<file path="src/hw/rtl/bdp_pkg.sv">
// bdp_pkg: shared types and constants for the debounced button block
// no dependencies; used by the interfaces, bdp_core and the top level
`default_nettype none

package bdp_pkg;

    localparam int unsigned MS_W    = 16;
    localparam int unsigned HELD_W  = 32;
    localparam int unsigned CFG_IDX_W = 8;

    typedef logic [MS_W-1:0]      ms_t;
    typedef logic [HELD_W-1:0]    held_t;
    typedef logic [CFG_IDX_W-1:0] cfg_idx_t;

    localparam cfg_idx_t CFG_LOCKOUT_MS       = cfg_idx_t'(0);
    localparam cfg_idx_t CFG_DOUBLE_WINDOW_MS = cfg_idx_t'(1);

    localparam ms_t LOCKOUT_MS_RESET       = ms_t'(40);
    localparam ms_t DOUBLE_WINDOW_MS_RESET = ms_t'(250);

    typedef struct packed {
        logic pin_level;
        ms_t  elapsed_ms;
    } tick_t;

    typedef struct packed {
        logic  is_down;
        logic  press_pulse;
        logic  double_press;
        held_t held_time;
    } result_t;

    typedef struct packed {
        ms_t lockout_ms;
        ms_t double_window_ms;
    } cfg_t;

    function automatic ms_t sub_floor(input ms_t a, input ms_t b);
        sub_floor = (a > b) ? ms_t'(a - b) : '0;
    endfunction

endpackage

`default_nettype wire

</file>
<file path="src/hw/rtl/bdp_if.sv">
// bdp_if: valid/ready channel interfaces for ticks, results and configuration writes
// depends on bdp_pkg
`default_nettype none

interface bdp_tick_if;
    logic             valid;
    logic             ready;
    logic             pin_level;
    bdp_pkg::ms_t     elapsed_ms;

    modport source (output valid, output pin_level, output elapsed_ms, input ready);
    modport sink   (input valid, input pin_level, input elapsed_ms, output ready);
endinterface

interface bdp_result_if;
    logic             valid;
    logic             ready;
    logic             is_down;
    logic             press_pulse;
    logic             double_press;
    bdp_pkg::held_t   held_time;

    modport source (output valid, output is_down, output press_pulse, output double_press,
                    output held_time, input ready);
    modport sink   (input valid, input is_down, input press_pulse, input double_press,
                    input held_time, output ready);
endinterface

interface bdp_cfg_if;
    logic               valid;
    logic               ready;
    bdp_pkg::cfg_idx_t  index;
    bdp_pkg::ms_t       data;

    modport source (output valid, output index, output data, input ready);
    modport sink   (input valid, input index, input data, output ready);
endinterface

`default_nettype wire

</file>
<file path="src/hw/rtl/button_debounce_double_press.sv">
// button_debounce_double_press: top level with tick register, result register and config
// depends on bdp_pkg, bdp_if and bdp_core
//
// Each tick transaction carries the raw active-low pin level and the milliseconds since
// the previous tick, and gives exactly one result transaction: debounced down flag, a
// press pulse on a debounced release, a double press flag when a second release comes
// within double_window_ms of the first, and the saturating held time. Each accepted tick
// is held in the tick register and its result in the result register; one tick can be
// taken every cycle, since bdp_core updates its state as the result is registered, and a
// stalled result stops the tick side only once both registers are full. Configuration
// writes (index 0 lockout_ms, index 1 double_window_ms, other indices ignored) are always
// accepted and must only be issued while no tick is in flight.
`default_nettype none

module button_debounce_double_press (
    input  wire logic     clk,
    input  wire logic     rst_n,
    bdp_tick_if.sink      tick_in,
    bdp_result_if.source  result_out,
    bdp_cfg_if.sink       cfg
);
    import bdp_pkg::*;

    cfg_t    cfg_reg;
    logic    tick_valid_reg;
    tick_t   tick_reg;
    logic    out_valid_reg;
    result_t result_reg;
    result_t core_result;
    logic    advance;
    logic    take_in;

    assign advance = tick_valid_reg && (!out_valid_reg || result_out.ready);
    assign take_in = tick_in.valid && tick_in.ready;

    assign tick_in.ready = !tick_valid_reg || advance;
    assign cfg.ready     = 1'b1;

    always_ff @(posedge clk or negedge rst_n)
    begin
        if (!rst_n)
        begin
            cfg_reg.lockout_ms       <= LOCKOUT_MS_RESET;
            cfg_reg.double_window_ms <= DOUBLE_WINDOW_MS_RESET;
        end
        else if (cfg.valid)
        begin
            unique case (cfg.index)
                CFG_LOCKOUT_MS:       cfg_reg.lockout_ms       <= cfg.data;
                CFG_DOUBLE_WINDOW_MS: cfg_reg.double_window_ms <= cfg.data;
                default:              ;
            endcase
        end
    end

    always_ff @(posedge clk or negedge rst_n)
    begin
        if (!rst_n)
        begin
            tick_valid_reg <= 1'b0;
            out_valid_reg  <= 1'b0;
        end
        else
        begin
            if (tick_in.ready)
                tick_valid_reg <= tick_in.valid;
            if (advance)
                out_valid_reg <= 1'b1;
            else if (result_out.ready)
                out_valid_reg <= 1'b0;
        end
    end

    always_ff @(posedge clk)
    begin
        if (take_in)
        begin
            tick_reg.pin_level  <= tick_in.pin_level;
            tick_reg.elapsed_ms <= tick_in.elapsed_ms;
        end
        if (advance)
            result_reg <= core_result;
    end

    bdp_core u_core (
        .clk    (clk),
        .rst_n  (rst_n),
        .step   (advance),
        .tick   (tick_reg),
        .cfg    (cfg_reg),
        .result (core_result)
    );

    assign result_out.valid        = out_valid_reg;
    assign result_out.is_down      = result_reg.is_down;
    assign result_out.press_pulse  = result_reg.press_pulse;
    assign result_out.double_press = result_reg.double_press;
    assign result_out.held_time    = result_reg.held_time;

    a_double_needs_pulse: assert property (@(posedge clk) disable iff (!rst_n)
        out_valid_reg && result_reg.double_press |-> result_reg.press_pulse)
        else $error("double press reported without a press pulse");

    a_pulse_means_up: assert property (@(posedge clk) disable iff (!rst_n)
        out_valid_reg && result_reg.press_pulse |-> !result_reg.is_down)
        else $error("press pulse while still down");

    a_no_overwrite: assert property (@(posedge clk) disable iff (!rst_n)
        out_valid_reg && !result_out.ready |-> !advance)
        else $error("pending result overwritten");

endmodule

`default_nettype wire

</file>
<file path="src/hw/rtl/bdp_core.sv">
// bdp_core: debounce, held time and double press state with its one-tick update
// depends on bdp_pkg
`default_nettype none

module bdp_core (
    input  wire logic             clk,
    input  wire logic             rst_n,
    input  wire logic             step,
    input  wire bdp_pkg::tick_t   tick,
    input  wire bdp_pkg::cfg_t    cfg,
    output bdp_pkg::result_t      result
);
    import bdp_pkg::*;

    logic  down_flag_reg, down_flag_next;
    ms_t   lockout_count_reg, lockout_count_next;
    held_t press_time_reg, press_time_next;
    ms_t   double_count_reg, double_count_next;

    logic          pressed;
    logic          bypass;
    logic          pulse;
    logic          dbl;
    logic [HELD_W:0] held_sum;
    ms_t           double_dec;

    always_comb
    begin
        pressed  = ~tick.pin_level;
        bypass   = (tick.elapsed_ms >= cfg.lockout_ms);
        held_sum = {1'b0, press_time_reg} + {{(HELD_W + 1 - MS_W){1'b0}}, tick.elapsed_ms};

        down_flag_next     = down_flag_reg;
        lockout_count_next = lockout_count_reg;
        press_time_next    = press_time_reg;

        if (bypass)
        begin
            down_flag_next = pressed;
        end
        else
        begin
            if ((down_flag_reg != pressed) && (lockout_count_reg == '0))
            begin
                down_flag_next     = pressed;
                lockout_count_next = cfg.lockout_ms;
            end
            else
            begin
                lockout_count_next = sub_floor(lockout_count_reg, tick.elapsed_ms);
            end

            if (pressed)
                press_time_next = held_sum[HELD_W] ? '1 : held_sum[HELD_W-1:0];
            else
                press_time_next = '0;
        end

        // previous debounced level doubles as the last-down history
        pulse      = down_flag_reg & ~down_flag_next;
        double_dec = sub_floor(double_count_reg, tick.elapsed_ms);
        dbl        = 1'b0;
        double_count_next = double_dec;
        if (pulse)
        begin
            if (double_dec == '0)
                double_count_next = cfg.double_window_ms;
            else
            begin
                double_count_next = '0;
                dbl               = 1'b1;
            end
        end

        result.is_down      = down_flag_next;
        result.press_pulse  = pulse;
        result.double_press = dbl;
        result.held_time    = press_time_next;
    end

    always_ff @(posedge clk or negedge rst_n)
    begin
        if (!rst_n)
        begin
            down_flag_reg     <= 1'b0;
            lockout_count_reg <= '0;
            press_time_reg    <= '0;
            double_count_reg  <= '0;
        end
        else if (step)
        begin
            down_flag_reg     <= down_flag_next;
            lockout_count_reg <= lockout_count_next;
            press_time_reg    <= press_time_next;
            double_count_reg  <= double_count_next;
        end
    end

    a_double_clears_window: assert property (@(posedge clk) disable iff (!rst_n)
        step && dbl |=> double_count_reg == '0)
        else $error("double press did not clear the window count");

    a_pulse_from_down: assert property (@(posedge clk) disable iff (!rst_n)
        step && pulse |-> down_flag_reg && !down_flag_next)
        else $error("press pulse without a falling debounced level");

    a_hold_when_idle: assert property (@(posedge clk) disable iff (!rst_n)
        !step |=> $stable(down_flag_reg) && $stable(press_time_reg)
                  && $stable(double_count_reg) && $stable(lockout_count_reg))
        else $error("state moved without a tick");

    a_released_clears_held: assert property (@(posedge clk) disable iff (!rst_n)
        step && !bypass && tick.pin_level |=> press_time_reg == '0)
        else $error("held time not cleared on a released lockout tick");

endmodule

`default_nettype wire

</file>
<file path="src/flat_wrapper.sv">
// flat-port wrapper written by rule: the top's interface ports become plain ports
module button_debounce_double_press_flat import bdp_pkg::*;
  (clk, rst_n, tick_in_valid, tick_in_pin_level, tick_in_elapsed_ms, tick_in_ready, result_out_valid, result_out_is_down, result_out_press_pulse, result_out_double_press, result_out_held_time, result_out_ready, cfg_valid, cfg_index, cfg_data, cfg_ready);
  bdp_tick_if tick_in_i ();
  bdp_result_if result_out_i ();
  bdp_cfg_if cfg_i ();
  input  wire logic clk;
  input  wire logic rst_n;
  input wire logic [$bits(tick_in_i.valid)-1:0] tick_in_valid;
  input wire logic [$bits(tick_in_i.pin_level)-1:0] tick_in_pin_level;
  input wire logic [$bits(tick_in_i.elapsed_ms)-1:0] tick_in_elapsed_ms;
  output wire logic [$bits(tick_in_i.ready)-1:0] tick_in_ready;
  output wire logic [$bits(result_out_i.valid)-1:0] result_out_valid;
  output wire logic [$bits(result_out_i.is_down)-1:0] result_out_is_down;
  output wire logic [$bits(result_out_i.press_pulse)-1:0] result_out_press_pulse;
  output wire logic [$bits(result_out_i.double_press)-1:0] result_out_double_press;
  output wire logic [$bits(result_out_i.held_time)-1:0] result_out_held_time;
  input wire logic [$bits(result_out_i.ready)-1:0] result_out_ready;
  input wire logic [$bits(cfg_i.valid)-1:0] cfg_valid;
  input wire logic [$bits(cfg_i.index)-1:0] cfg_index;
  input wire logic [$bits(cfg_i.data)-1:0] cfg_data;
  output wire logic [$bits(cfg_i.ready)-1:0] cfg_ready;
  assign tick_in_i.valid = tick_in_valid;
  assign tick_in_i.pin_level = tick_in_pin_level;
  assign tick_in_i.elapsed_ms = tick_in_elapsed_ms;
  assign tick_in_ready = tick_in_i.ready;
  assign result_out_valid = result_out_i.valid;
  assign result_out_is_down = result_out_i.is_down;
  assign result_out_press_pulse = result_out_i.press_pulse;
  assign result_out_double_press = result_out_i.double_press;
  assign result_out_held_time = result_out_i.held_time;
  assign result_out_i.ready = result_out_ready;
  assign cfg_i.valid = cfg_valid;
  assign cfg_i.index = cfg_index;
  assign cfg_i.data = cfg_data;
  assign cfg_ready = cfg_i.ready;
  button_debounce_double_press u_core (.clk(clk), .rst_n(rst_n), .tick_in(tick_in_i), .result_out(result_out_i), .cfg(cfg_i));
endmodule
</file>
<file path="config.mk">
export PLATFORM = sky130hd
export DESIGN_NAME = button_debounce_double_press_flat
export DESIGN_NICKNAME = d
export VERILOG_FILES = /design/src/hw/rtl/bdp_pkg.sv /design/src/hw/rtl/bdp_if.sv /design/src/hw/rtl/button_debounce_double_press.sv /design/src/hw/rtl/bdp_core.sv /design/src/flat_wrapper.sv
export SDC_FILE = /design/constraint.sdc
export NUM_CORES = 1
export LEC_CHECK = 0
export BUFFER_PORTS_ARGS = -buffer_cell sky130_fd_sc_hd__buf_2
export CAP_MARGIN = 5
export CORE_UTILIZATION = 60
export CTS_CLUSTER_SIZE = 10
export DETAILED_ROUTE_END_ITERATION = 10
export PLACE_DENSITY = 0.82
export SYNTH_ARGS = -nofsm -noshare
export SYNTH_HDL_FRONTEND = slang
export SYNTH_HIERARCHICAL = 1
export SYNTH_SLANG_ARGS = --single-unit
export TNS_END_PERCENT = 30
</file>
<file path="constraint.sdc">
create_clock -name clk -period 3.9 [get_ports clk]
set_input_delay 0.39 -clock clk [delete_from_list [all_inputs] [get_ports clk]]
set_output_delay 0.39 -clock clk [all_outputs]
set_load 0.01 [all_outputs]
</file>
==> results of run 1 <==
-- worst register-to-register path, stage by stage (launching register included) --
cell	delay, ns
sky130_fd_sc_hd__edfxtp_1	0.48
sky130_fd_sc_hd__ha_1	0.27
sky130_fd_sc_hd__fa_1	0.40
sky130_fd_sc_hd__a21o_1	0.22
sky130_fd_sc_hd__a221oi_1	0.46
sky130_fd_sc_hd__a211o_1	0.27
sky130_fd_sc_hd__a21oi_1	0.12
sky130_fd_sc_hd__and2_1	0.25
sky130_fd_sc_hd__nand3_1	0.37
sky130_fd_sc_hd__buf_4	0.24
sky130_fd_sc_hd__a31oi_1	0.12
sky130_fd_sc_hd__o22a_1	0.19
-- logic make-up (layout without fill, tap and decap cells) --
logic type | Yosys count | count (layout) | share of synthesized area (%)
xor gates and xnor gates | 34 | 34 | 3.17
muxes | 36 | 36 | 4.69
other | 1 | 1 | 0.0400
adders and majority gates | 67 | 67 | 9.17
and+or+nand+nor | 258 | 258 | 14.0
DFF | 151 | 151 | 43.1
AOI/OAI and AO/OA | 286 | 286 | 20.8
buffers and inverters | 106 | 191 | 4.99
-- per-layer routing --
layer  routed length, um  vias up
met4                 695        0
met2               11100      384
met5                   0        -
met3                1540       67
li1                    -     3664
met1                9940     3812
-- through the flow --
step,std cells,instance area (sq um),utilization (%)
2_1_floorplan,939,9380,-
3_3_place_gp,1202,9970,65.4
3_5_place_dp,1202,9970,65.4
4_1_cts,1235,10600,69.5
5_1_grt,1235,10600,69.5
6_report,1235,10600,69.5
-- path summary, 6_finish.rpt --
check                                            start                                  to  slack (ns)  cells after the start
worst max-delay path                u_core/tick_reg[0]     u_core/result_out.held_time[21]        0.27                     11
worst min-delay path            tick_in_elapsed_ms[15]                 u_core/tick_reg[15]        0.13                      1
worst max register to register      u_core/tick_reg[0]     u_core/result_out.held_time[21]        0.27                     11
worst min register to register   u_core/tick_valid_reg             u_core/result_out.valid        0.50                      1
max in group asynchronous                        rst_n                  u_core/cfg_reg[21]        2.51                      3
min in group asynchronous                        rst_n  u_core/u_core/double_count_reg[13]        0.54                      2
-- power groups by stage --
stage               logic (mW)  registers [mW]  clock network [mW]
global route              3.13            2.25                1.80
CTS                       2.78            2.21                1.74
detailed placement        2.73            2.23                   0
finish                    2.84            2.22                1.72
global placement          2.65            2.22                   0
floorplan                 2.12            2.19                   0
-- cell type report --
| cell class | instances | area, sq um |
|---|---|---|
| clock inverters | 15 | 191 |
| repair buffers | 101 | 558 |
| multi-input cells | 682 | 4890 |
| flip-flops and latches | 151 | 4050 |
| well taps | 211 | 264 |
| clock buffers | 17 | 425 |
| fillers | 1151 | 4660 |
| inverters | 58 | 218 |
-- cells in the final DEF (no fill, tap or decap), types with 15 or more instances in the layout --
master / n
sky130_fd_sc_hd__a21oi_1: 93
sky130_fd_sc_hd__o21ai_0: 25
sky130_fd_sc_hd__mux2_2: 24
sky130_fd_sc_hd__buf_2: 81
sky130_fd_sc_hd__inv_1: 56
sky130_fd_sc_hd__and3_1: 15
sky130_fd_sc_hd__dfrtp_1: 91
sky130_fd_sc_hd__edfxtp_1: 52
sky130_fd_sc_hd__buf_4: 19
sky130_fd_sc_hd__nor2_1: 76
sky130_fd_sc_hd__nand2_1: 54
sky130_fd_sc_hd__nor3_1: 20
sky130_fd_sc_hd__xnor2_1: 20
sky130_fd_sc_hd__a21o_1: 20
sky130_fd_sc_hd__o22ai_1: 15
sky130_fd_sc_hd__a221oi_1: 15
sky130_fd_sc_hd__a31oi_1: 18
sky130_fd_sc_hd__clkbuf_16: 17
sky130_fd_sc_hd__ha_1: 64
==> flow_summary.yaml, run 1 <==
status:
  outcome: "complete, no violations"
critical_path:
  critical_path.max_fanout: 11
  cp_data_required_time_ns: 4.08
  critical_path.cell_chain: "ha_1, fa_1, a21o_1, a221oi_1, a211o_1, a21oi_1, and2_1, nand3_1, buf_4, a31oi_1, o22a_1"
  start_kind: "flip-flop"
  crit_path_max_incr_delay_ns: 0.48
  critical-path-top-delay-family: "compound AO/OA/AOI/OAI gates"
  worst_path_max_delay_cell: "sky130_fd_sc_hd__edfxtp_1"
  critPathCaptureType: "flip-flop"
  worst-path-buf-inv: 1
  worst-setup-path-type: "reg2reg"
  cp_data_arrival_time_ns: 3.81
pwr:
  peakVddDrop_uv: 391
  share_comb_of_total_power_pct: 41.9
  share_clk_of_total_power_pct: 25.4
  power.net_switching_mw: 2.59
  p_total_mw: 6.78
  internal_power_mw: 4.18
  power_density_nw_per_um2: 639
  static-leakage-power_nw: 4.81
  power.share.sequential_pct: 32.7
  switch_share_pct: 38.3
grt:
  number_of_global_route_vias_before_repair: 7626
  met1_usage_pct: 40.3
  largest_net_degree_at_the_start_of_global_routing: 52
  grt.busiest_layer: "met2"
  grt_util_met2_pct: 49.7
  grt_antenna_before_repair: 0
  groute.layer.met3.usage_pct: 5.19
  overflow: 0
  track_usage_pct: 30.5
  grt_first_pass_wirelength_um: 38300
synth:
  ys_ff_latch: 151
  postSynthCellCount: 939
  async_reset_ff_share_pct: 65.6
  seq_area_frac_synth_pct: 43.1
  mean_instance_size_in_the_synthesized_netlist_sq_um: 9.99
  synth_area_leaders: "sky130_fd_sc_hd__dfrtp_1 (24%), sky130_fd_sc_hd__edfxtp_1 (17%), sky130_fd_sc_hd__ha_1 (8.5%)"
  synth_largest_area_cell: "sky130_fd_sc_hd__dfrtp_1"
  dominantRegCellSynth: "sky130_fd_sc_hd__dfrtp_1"
  synthesis.yosys.warnings: 6
  syn_area_sq_um: 9380
  post_synth_num_cell_types: 83
  synth_edf_count: 52
  syn-num-nets: 1052
  post-synth-top-count-cell: "sky130_fd_sc_hd__a21oi_1"
  netlist_top_cells_count: "sky130_fd_sc_hd__a21oi_1 (93), sky130_fd_sc_hd__dfrtp_1 (91), sky130_fd_sc_hd__nor2_1 (77)"
  post-synth-top-area-fraction_pct: 24.3
clocking:
  hold_buffers: 1
  cts.clk_slew.worst_paths_ns: 0.06
  clk_root_buffer_cell: "sky130_fd_sc_hd__clkbuf_16"
  cts_resized: 0
  cts.htree.levels: 4
  cts.sink_count: 151
  clockBufferDepth: 2
  numCtsBuffers: 17
  post-cts-setup-buffer-count: 0
  cts_tree: "built"
  clk_latency_ns: 0.44
routing:
  final_antenna_net_count: 0
  route.detailed.wl_per_inst_um: 18.9
  drcViolationCount: 0
  drt_pass1_iterations: 7
  initialDrtViolationCount: 723
  avgViaCountPerCell: 6.42
  routed-via-count: 7927
  wirelength_um: 23300
worst_hold_path:
  hold_class: "in2reg"
die:
  std_cell_rows: 45
  fp.coreArea_sq_um: 15300
  fp.dieW_um: 127
  effective_utilization_at_floorplan_pct: 61.5
  design.portCount: 84
  die_area_sq_um: 16100
  die_span_in_y_um: 127
cells_and_area:
  n_antenna_cell: 0
  drive_gt1_share_pct: 19.7
  syn_to_final_growth_pct: 13.0
  final_net_count: 1124
sta:
  final_count_of_hold_timing_violations: 0
  worst_hold_slack_ns: 0.129
  largest_clock_skew_in_the_final_design_ns: 0.00994
  period_share_pct: 93.1
  slew_headroom_pct: 40.9
  final_critical_path_setup_slack_ns: 0.269
  rsz0062_at_grt: "no"
  fmax_mhz: 275
  final-max-slew-violation-count: 0
  period_needed_ns: 3.63
  max_slew.worst_pin.slew_ns: 0.886
  setup_viol: 0
  final_total_negative_setup_slack_ns: 0
placed_design:
  port-buffer-count: 82
  dpl.hpwl_um: 16600
  dp_slack_ns: 0.354
  place.gp.congestion: 0.954
flow_run:
  timing.max_cap.violations: 0
No activity file was read; power rests on OpenSTA's default activity.
==> inputs of run 2 (changes only) <==
- CORE_ASPECT_RATIO: unset -> 2
- CORE_UTILIZATION: 60 -> 39
- PLACE_DENSITY: 0.82 -> 0.58
- SYNTH_HIERARCHICAL: 1 -> unset
==> flow_summary.yaml, run 2 <==
synth:
  ys_ff_latch: 151
  post_synth_num_cell_types: 85
  syn_area_sq_um: 9380
  postSynthCellCount: 935
  post-synth-top-area-fraction_pct: 24.3
  netlist_top_cells_count: "sky130_fd_sc_hd__dfrtp_1 (91), sky130_fd_sc_hd__inv_1 (76), sky130_fd_sc_hd__a21oi_1 (72)"
  async_reset_ff_share_pct: 65.6
  synth_area_leaders: "sky130_fd_sc_hd__dfrtp_1 (24%), sky130_fd_sc_hd__edfxtp_1 (17%), sky130_fd_sc_hd__ha_1 (8.5%)"
  mean_instance_size_in_the_synthesized_netlist_sq_um: 10.0
  synth_largest_area_cell: "sky130_fd_sc_hd__dfrtp_1"
  syn-num-nets: 1048
  synth_edf_count: 52
  synthesis.yosys.warnings: 0
  dominantRegCellSynth: "sky130_fd_sc_hd__dfrtp_1"
  post-synth-top-count-cell: "sky130_fd_sc_hd__dfrtp_1"
  seq_area_frac_synth_pct: 43.2
clocking:
  post-cts-setup-buffer-count: 0
  cts_resized: 0
  clk_root_buffer_cell: "sky130_fd_sc_hd__clkbuf_16"
  clockBufferDepth: 2
  cts.htree.levels: 4
  cts.clk_slew.worst_paths_ns: 0.07
  hold_buffers: 1
  clk_latency_ns: 0.44
  cts_tree: "built"
  cts.sink_count: 151
  numCtsBuffers: 17
sta:
  worst_hold_slack_ns: 0.127
  rsz0062_at_grt: "no"
  slew_headroom_pct: 23.5
  period_needed_ns: 3.44
  largest_clock_skew_in_the_final_design_ns: 0.00928
  fmax_mhz: 290
  max_slew.worst_pin.slew_ns: 1.13
  period_share_pct: 88.3
  final-max-slew-violation-count: 0
  final_count_of_hold_timing_violations: 0
  final_total_negative_setup_slack_ns: 0
  setup_viol: 0
pwr:
  power_density_nw_per_um2: 524
  static-leakage-power_nw: 4.91
  peakVddDrop_uv: 330
critical_path:
  crit_path_max_incr_delay_ns: 0.46
  timing.critical_path.depth: 11
  start_kind: "flip-flop"
  critPathCaptureType: "flip-flop"
  cp_data_required_time_ns: 4.09
  critical-path-top-delay-family: "simple AND/OR/NAND/NOR gates"
  cp_data_arrival_time_ns: 3.63
  cells_on_worst_reg2reg_path: 11
  worst-path-buf-inv: 1
  critical_path.max_fanout: 16
  worst_path_max_delay_cell: "sky130_fd_sc_hd__edfxtp_1"
  worst-setup-path-type: "reg2reg"
  critical_path.cell_chain: "ha_1, fa_1, a211oi_1, o21bai_1, nor3b_2, nor3_2, nor2_1, nand2_1, buf_4, a21oi_1, mux2_2"
cells_and_area:
  design_area_sq_um: 10800
  final_net_count: 1141
  n_antenna_cell: 0
  final-seq-area_sq_um: 4050
  drive_gt1_share_pct: 21.7
  multi_input_comb_area_sq_um: 4920
  n_fill_cell: 2309
  layout_commonest_cell: "sky130_fd_sc_hd__dfrtp_1"
  finalCoreUtilization_pct: 45.5
  syn_to_final_growth_pct: 15.0
  layout.cells.most_common_list: "sky130_fd_sc_hd__dfrtp_1 (91), sky130_fd_sc_hd__buf_2 (81), sky130_fd_sc_hd__inv_1 (75)"
routing:
  routed-via-count: 7656
  drcViolationCount: 1
  drt_pass1_iterations: 10
  route.detailed.wl_per_inst_um: 20.5
  final_antenna_net_count: 0
  initialDrtViolationCount: 305
  wirelength_um: 27300
  avgViaCountPerCell: 5.77
status:
  outcome: "finished with violations"
  violated_checks: "design-rule violations"
grt:
  largest_net_degree_at_the_start_of_global_routing: 41
  grt_antenna_before_repair: 0
  grt_first_pass_wirelength_um: 42500
  number_of_global_route_vias_before_repair: 8015
  track_usage_pct: 22.9
  overflow: 0
worst_hold_path:
  holdPathStages: 1
  hold_class: "in2reg"
placed_design:
  dpl.hpwl_um: 21500
  port-buffer-count: 82
  place.gp.congestion: 0.894
  dpl-instance-area_sq_um: 10200
die:
  effective_utilization_at_floorplan_pct: 39.5
  design.portCount: 84
  die_span_in_y_um: 221
  std_cell_rows: 80
  fp.coreArea_sq_um: 23700
  fp.dieW_um: 112
  die_area_sq_um: 24700
flow_run:
  timing.max_cap.violations: 0
-- run 2: logic make-up after synthesis --
| family | synth area share [%] |
|---|---|
| compound gates | 22.1 |
| xor+xnor | 2.99 |
| fa+ha+maj | 9.18 |
| buf+inv | 4.63 |
| flops | 43.2 |
| mux | 4.55 |
| other cells | 0.0400 |
| simple gates | 13.4 |
-- run 2: final cells by class --
class	count	area share [%]
multi-input combinational	673	45.6
sequential	151	37.5
timing repair buffer	109	5.73
clock buffer	22	4.51
tap	287	3.33
inverter	76	2.65
clock inverter	10	0.615
-- run 2: worst register-to-register path: cells and delay by family (launching register included) --
kind,cells,cell delay (ns)
AND/OR/NAND/NOR,4,0.92
adder cells (fa/ha/maj),2,0.69
AO/OA/AOI/OAI,3,0.56
flip-flops,1,0.46
multiplexers,1,0.29
buffers and inverters,1,0.28
-- run 2: where the power goes --
group | internal (mW) | total, mW | switching [mW] | leakage, nW
Combinational | 0.831 | 1.98 | 1.15 | 2.88
Clock | 0.891 | 1.57 | 0.681 | 0.280
Sequential | 1.91 | 2.10 | 0.190 | 1.75
-- run 2: path summary, 6_finish.rpt --
path / start / to / slack [ns]
setup / recovery: u_core.tick_reg[0] / u_core.result_out.held_time[4] / 0.46
hold / removal: tick_in_elapsed_ms[4] / u_core.tick_reg[4] / 0.13
setup reg to reg: u_core.tick_reg[0] / u_core.result_out.held_time[4] / 0.46
hold reg to reg: u_core.tick_valid_reg / u_core.result_out.valid / 0.50
max in group asynchronous: rst_n / u_core.cfg_reg[29] / 2.52
min in group asynchronous: rst_n / u_core.cfg_reg[0] / 0.46
-- run 2: metal layers --
layer / vias to the layer above / track usage, % / share of wire [%]
met5: - / 0 / 0
met4: 0 / 13.0 / 4.7
met3: 60 / 3.45 / 2.0
met2: 143 / 46.5 / 59
met1: 3791 / 20.6 / 34
li1: 3662 / - / -
-- run 2: metrics by stage --
| stage | setup slack (ns) | total power, mW | cells |
|---|---|---|---|
| global placement | 0.471 | 4.08 | 1295 |
| CTS | 0.414 | 5.70 | 1328 |
| finish | 0.456 | 5.65 | 1328 |
| detailed placement | 0.414 | 4.09 | 1295 |
| floorplan | 0.818 | 3.48 | 935 |
| global route | 0.220 | 5.97 | 1328 |
